<file path="config.mk">
export PLATFORM = sky130hd
export DESIGN_NAME = rwlc_cell
export DESIGN_NICKNAME = d
export VERILOG_FILES = /design/src/rtl/rwlc_pkg.sv /design/src/rtl/rwlc_cell.sv
export SDC_FILE = /design/constraint.sdc
export NUM_CORES = 2
export LEC_CHECK = 0
export BUFFER_PORTS_ARGS = -buffer_cell sky130_fd_sc_hd__clkbuf_2
export CORE_AREA = 5 5 241 243
export DETAILED_ROUTE_END_ITERATION = 10
export DIE_AREA = 0 0 246 248
export PLACE_DENSITY = 0.78
export SYNTH_ARGS = -nofsm -noshare
export SYNTH_HDL_FRONTEND = slang
export SYNTH_SLANG_ARGS = --single-unit
</file>
<file path="constraint.sdc">
create_clock -name clk_i -period 6.9 [get_ports clk_i]
set_clock_uncertainty 0.05 [all_clocks]
set_input_delay 0.345 -clock clk_i [delete_from_list [all_inputs] [get_ports clk_i]]
set_output_delay 0.345 -clock clk_i [all_outputs]
set_load 0.005 [all_outputs]
</file>
<file path="src/rtl/rwlc_pkg.sv">
package rwlc_pkg;

  // sizing
  localparam int LAGS        = 64;
  localparam int SAMPLE_BITS = 16;
  localparam int ACC_BITS    = 48;
  localparam int PROD_BITS   = 2 * SAMPLE_BITS;
  localparam int LAG_W       = $clog2(LAGS);
  localparam int FILL_W      = $clog2(LAGS + 1);

  // read select tree: groups of eight lags
  localparam int GRP_W  = 3;
  localparam int GRP    = 1 << GRP_W;
  localparam int NGRP   = LAGS / GRP;
  localparam int NGRP_W = LAG_W - GRP_W;

  // request function codes
  localparam logic [1:0] FUNC_PUSH  = 2'd0;
  localparam logic [1:0] FUNC_READ  = 2'd1;
  localparam logic [1:0] FUNC_CLEAR = 2'd2;

  typedef struct packed {
    logic [1:0]                    func;
    logic signed [SAMPLE_BITS-1:0] sample_a;
    logic signed [SAMPLE_BITS-1:0] sample_b;
    logic [5:0]                    lag_index;
  } in_req_t;

  typedef struct packed {
    logic signed [ACC_BITS-1:0] acc_value;
    logic                       saturated;
  } out_rsp_t;

  // per-cycle commands broadcast along the cell row
  typedef struct packed {
    logic shift;
    logic mul;
    logic add1;
    logic add2;
    logic clear;
  } cell_ctrl_t;

  typedef enum logic [1:0] {
    ST_IDLE,
    ST_ADD1,
    ST_ADD2,
    ST_READ
  } state_e;

endpackage

</file>
<file path="src/rtl/rwlc_cell.sv">
module rwlc_cell (
  input  logic                                    clk_i,
  input  logic                                    rst_ni,
  input  rwlc_pkg::cell_ctrl_t                    ctrl_i,
  input  logic signed [rwlc_pkg::SAMPLE_BITS-1:0] shift_a_i,
  input  logic signed [rwlc_pkg::SAMPLE_BITS-1:0] shift_b_i,
  input  logic signed [rwlc_pkg::SAMPLE_BITS-1:0] org_a_i,
  input  logic signed [rwlc_pkg::SAMPLE_BITS-1:0] org_b_i,
  input  logic                                    sym_i,
  output logic signed [rwlc_pkg::SAMPLE_BITS-1:0] a_o,
  output logic signed [rwlc_pkg::SAMPLE_BITS-1:0] b_o,
  output logic signed [rwlc_pkg::ACC_BITS-1:0]    sum_o,
  output logic                                    sat_o
);
  import rwlc_pkg::*;

  localparam logic signed [ACC_BITS-1:0] ACC_MAX = {1'b0, {(ACC_BITS-1){1'b1}}};
  localparam logic signed [ACC_BITS-1:0] ACC_MIN = {1'b1, {(ACC_BITS-1){1'b0}}};

  logic signed [SAMPLE_BITS-1:0] a_q, b_q;
  logic signed [PROD_BITS-1:0]   p1_q, p2_q, p1_d, p2_d;
  logic signed [PROD_BITS-1:0]   addend;
  logic signed [ACC_BITS:0]      tot;
  logic signed [ACC_BITS-1:0]    sum_q, sum_d;
  logic                          sat_q, sat_d;
  logic                          do_add;

  // window pair, shifted towards the origin on every push
  always_ff @(posedge clk_i) begin
    if (ctrl_i.shift) begin
      a_q <= shift_a_i;
      b_q <= shift_b_i;
    end
  end

  // cross products against the origin pair, taken before the shift
  assign p1_d = org_a_i * b_q;
  assign p2_d = a_q * org_b_i;

  always_ff @(posedge clk_i) begin
    if (ctrl_i.mul) begin
      p1_q <= p1_d;
      p2_q <= p2_d;
    end
  end

  // saturating accumulate, one product per cycle
  assign do_add = ctrl_i.add1 | (ctrl_i.add2 & sym_i);
  assign addend = ctrl_i.add1 ? p1_q : p2_q;
  assign tot    = {sum_q[ACC_BITS-1], sum_q}
                + {{(ACC_BITS+1-PROD_BITS){addend[PROD_BITS-1]}}, addend};

  always_comb begin
    sum_d = sum_q;
    sat_d = sat_q;
    if (ctrl_i.clear) begin
      sum_d = '0;
      sat_d = 1'b0;
    end else if (do_add) begin
      if (tot[ACC_BITS] != tot[ACC_BITS-1]) begin
        sum_d = tot[ACC_BITS] ? ACC_MIN : ACC_MAX;
        sat_d = 1'b1;
      end else begin
        sum_d = tot[ACC_BITS-1:0];
      end
    end
  end

  always_ff @(posedge clk_i or negedge rst_ni) begin
    if (!rst_ni) begin
      sum_q <= '0;
      sat_q <= 1'b0;
    end else begin
      sum_q <= sum_d;
      sat_q <= sat_d;
    end
  end

  assign a_o   = a_q;
  assign b_o   = b_q;
  assign sum_o = sum_q;
  assign sat_o = sat_q;

endmodule

</file>
# Word level (Yosys, flattened, before mapping)
# Cells that the tools add are included.
[word_totals]
ff_bits = 145
input_bits = 72
out_inout_bits = 81
wordCells = 23
[classes]
n_addsub = 1
mul = 2
n_eq_ne = 1
n_mux = 8
bitwise_logic = 2
reduce_logical = 3
[ops]
columns = ["operator", "count"]
rows = [
  ["$mux W48", 4],
  ["$mul A16 B16 Y32", 2],
  ["$add A48 B32 Y49", 1],
  ["$mux W32", 1],
  ["$reduce_bool A2 Y1", 2],
  ["$mux W1", 3],
  ["$reduce_and A2 Y1", 1],
  ["$and A1 B1 Y1", 1],
  ["$ne A1 B1 Y1", 1],
  ["$or A1 B1 Y1", 1],
]

# Longest topological paths before layout
[depth]
word_depth = 6
mapped_depth = 23
ltp_nobuf = 22

# Worst setup path after synthesis
# OpenSTA, ideal clock, no wires.
[synth_timing]
path_kind = "register -> register"
start = "reg a_q[15] (netlist: a_o[15])"
end = "reg p2_q[31], data pin"
setup_ps = 259
arrival_time_ps = 5995
required_time_ps = 6591
setup_slack_ps = 596
stages_incl_launch_ff = 21
n_path_buf = 2
synth_period_minus_slack_ps = 6304
path_cell_list = "edfxtp_1 > clkbuf_1 > nand2_1 > inv_1 > fa_1 > fa_1 > fa_1 > fa_1 > fa_1 > inv_1 > fa_1 > inv_1 > ha_1 > clkbuf_1 > a21oi_1 > a21oi_1 > a211oi_1 > a21oi_1 > a2111oi_2 > a21oi_1 > xnor2_1"
[synth_between]
elab_chain_len = 1
[synth_rtl]
columns = ["item", "line", "text"]
rows = [
  ["start: declaration", "rwlc_cell.sv:20", "logic signed [SAMPLE_BITS-1:0] a_q, b_q;"],
  ["start signal: assignment", "rwlc_cell.sv:31", "a_q <= shift_a_i;"],
  ["$mul A16 B16 Y32", "rwlc_cell.sv:38", "assign p2_d = a_q * org_b_i;"],
  ["named net p2_d[31]", "rwlc_cell.sv:21", "logic signed [PROD_BITS-1:0] p1_q, p2_q, p1_d, p2_d;"],
  ["end signal: assignment", "rwlc_cell.sv:43", "p2_q <= p2_d;"],
  ["end: declaration", "rwlc_cell.sv:21", ""],
]
# The timed path passes the listed nets, and every way through them passes these cells.
# A chain may end at the register's enable or synchronous reset.

# Worst setup path in the final report
[layout_timing]
start = "reg a_q[8] (netlist: a_o[8])"
end = "reg p2_q[31], data pin"
# The elaborated chain is that of the path after synthesis.

==> summary.txt <==
Crit end category: flop
Root buf cell: clkbuf_16
All-Layer GR Usage: 22.4%
Setup TNS: 0 ps
Total number of vias: 20100
Slowest stage delay, CP: 530 ps
Register area: 4110 um^2
R2R cell count: 21
Max_cap viols: 0
Initial core utilization: 49.5%
Slowest CP cell: fa_1
Xor/xnor cell area share of the yosys netlist: 3.71%
Largest net degree at the start of global routing: 65
Gp weighted congestion: 0.911
Post-synthesis mux area share: 1.34%
Yosys warnings: 0
Max Fanout on Critical Path: 8
Hold path depth: 1
Sequential-to-total area share from yosys stat: 14.9%
CTS clk-pin slew, worst paths: 70 ps
Max clock buf depth: 2
Compound-Gate Fraction of Synth Area: 9.04%
H-Tree Level Count: 4
Starting DRT DRC Count: 1334
Unique masters post-synth: 77
Initial antenna violation count: 5
Syn Nets: 3613
Die Span Y: 248 um
Avg Inst Size Synth: 9.84 um^2
# setup viols final: 0
Adder-Cell Fraction of Synth Area: 47.7%
Worst R2R End: p2_q[31]
Synthesized area: 27600 um^2
DPL Wire Length: 53.2 mm
CTS Buf Count: 17
Std-Cell Rows: 87
Final hold vios: 0
Area Growth Syn to Fin: 9.29%
Final ANT Viol Nets: 0
Final non-filler cell total: 3727
Worst skew pair latency: 490 ps
Cell count after synthesis: 2804
Required @ worst endpoint: 7080 ps
Placed cells: 3653
Reg2reg start: a_o[8]
IO Pins: 153
CP Launch Type: flop
Number of max-slew violations in the final report: 0
Initial DRT Pass Iterations: 5
Tmin final: 6610 ps
Core region area: 55700 um^2
Die area: 61000 um^2
Max_slew headroom: 35.6%
Hold Crit Class: input pin to flop
Global route overflow: 0
Largest family of logic cells by synthesized area: adder cells
Most common cell after layout, fill and taps aside: inv_1
Worst path most repeated cell: fa_1
Final cycle utilization of the critical path: 95.7%
Worst EP arrival: 6790 ps
Multi-input combinational cell area: 20800 um^2
Ys async rst share: 33.8%
Crit path kind: flop to flop
Final #Nets: 3764
Post-synthesis sequential element count: 145
Detailed-route DRC error count: 0
Reg-to-reg slack, setup: 290 ps
Crit path cell chain: and2_1 -> fa_1 -> inv_1 -> fa_1 -> fa_1 -> inv_1 -> fa_1 -> fa_1 -> inv_1 -> fa_1 -> inv_1 -> ha_1 -> a21o_1 -> a221o_1 -> a21oi_2 -> o21ai_1 -> o21ai_1 -> a21oi_1 -> a2111oi_2 -> a21oi_1 -> xnor2_1
Die Wd: 246 um
TritonCTS Sinks: 145
Clock tree from TritonCTS: yes
Simple-gate area share of the yosys netlist: 13.7%
Post-synth EDFFs: 96
Status: finished clean
Commonest non-fill, non-tap cells in the layout: inv_1 (587), fa_1 (523), nand2_1 (288), and2_1 (254), ha_1 (212)
Layout cell share with drive strength beyond 1: 10.2%
DR WL/cell: 17.6 um
RSZ-0062 raised after global routing: false
Launch point of the worst hold path: shift_a_i[5]
Worst slew pin tran: 963 ps
Fill count: 4918
Global-route wire length before repair: 109 mm
Fmax: 0.151 GHz
Final core occ: 54.1%
Worst hold endpoint: a_o[5]
Vias/cell: 5.40
Routed WL: 65.6 mm
Vias in the first global route: 21400
Ys flop type: edfxtp_1
Port buffer count: 152
Hold_ws: 40.7 ps
[what timing repair did]
item | in CTS | in global routing
hold buffers | 28 | 0
setup endpoints to repair | 0 | 3
buffers inserted | 0 | 11
resized for setup | 0 | 3
endpoints found under the hold margin | 76 | 0
[flip-flops by register name (all words and copies together), names as in the netlist]
signal / cells
p1_q: 32
sum_o: 48
b_o: 16
p2_q: 32
sat_o: 1
a_o: 16
[worst max-delay path by stage]
stage	startpoint	to	slack (ps)	depth (start not counted)
after floorplan	a_o[15]	p2_q[31]	600	20
after global placement	org_b_i[1]	p2_q[31]	380	19
after detailed placement	org_b_i[4]	p2_q[31]	250	22
after CTS	a_o[15]	p2_q[31]	280	20
after global routing	a_o[15]	p2_q[31]	40	20
final	a_o[8]	p2_q[31]	290	21
[critical path: cells and delay by family, from the launching register on]
family | cells | cell delay (ps)
DFF | 1 | 520
xor gates and xnor gates | 1 | 150
buffers and inverters | 4 | 200
AOI/OAI and AO/OA | 8 | 1880
and+or+nand+nor | 1 | 240
adders and majority gates | 7 | 3320
[cell type report]
| class | instances | area share, % |
|---|---|---|
| repair buffers | 229 | 4.76 |
| flip-flops and latches | 145 | 13.6 |
| inverters | 587 | 7.31 |
| diodes | 3 | 0.0249 |
| well taps | 756 | 3.14 |
| multi-input cells | 1975 | 69.1 |
| clock inverters | 12 | 0.481 |
| clock buffers | 20 | 1.52 |
[layer usage]
layer	track usage, %	vias up	wire length [um]	share of wire [%]
li1	-	9101	-	-
met1	28.5	10200	26200	40
met5	0	-	24	0.037
met3	4.38	175	4180	6.4
met4	7.99	4	2240	3.4
met2	38.6	633	32900	50
[metrics by stage]
step / cell area (um^2) / worst slack (ps)
floorplan: 27600 / 596
global placement: 29100 / 382
detailed placement: 29100 / 248
CTS: 30000 / 277
global route: 30100 / 35.7
finish: 30100 / 295
[cell usage after synthesis (27+ instances only)]
library cell / n / share of area, %
clkbuf_1: 79 / 1.1
xor2_1: 27 / 0.86
nand2_1: 288 / 3.9
xnor2_1: 90 / 2.9
mux2_2: 32 / 1.3
and2_1: 254 / 5.8
o21ai_0: 42 / 0.76
fa_1: 525 / 38
nor2_1: 73 / 0.99
edfxtp_1: 96 / 10
a221o_1: 47 / 1.7
a21oi_1: 89 / 1.6
ha_1: 212 / 9.6
a21o_1: 41 / 1.1
dfrtp_1: 49 / 4.4
inv_1: 587 / 8.0
[cell families (layout without fill, tap and decap cells)]
| group | count (synthesis) | in the layout |
|---|---|---|
| simple gates | 747 | 747 |
| fa+ha+maj | 737 | 737 |
| buf+inv | 684 | 848 |
| compound gates | 341 | 341 |
| flops | 145 | 145 |
| xor+xnor | 117 | 117 |
| mux | 33 | 33 |
| other cells | 0 | 3 |
Power is left out: the tool's default activity adds up to more than one toggle a clock period on the data nets, which glitch-free logic cannot reach.
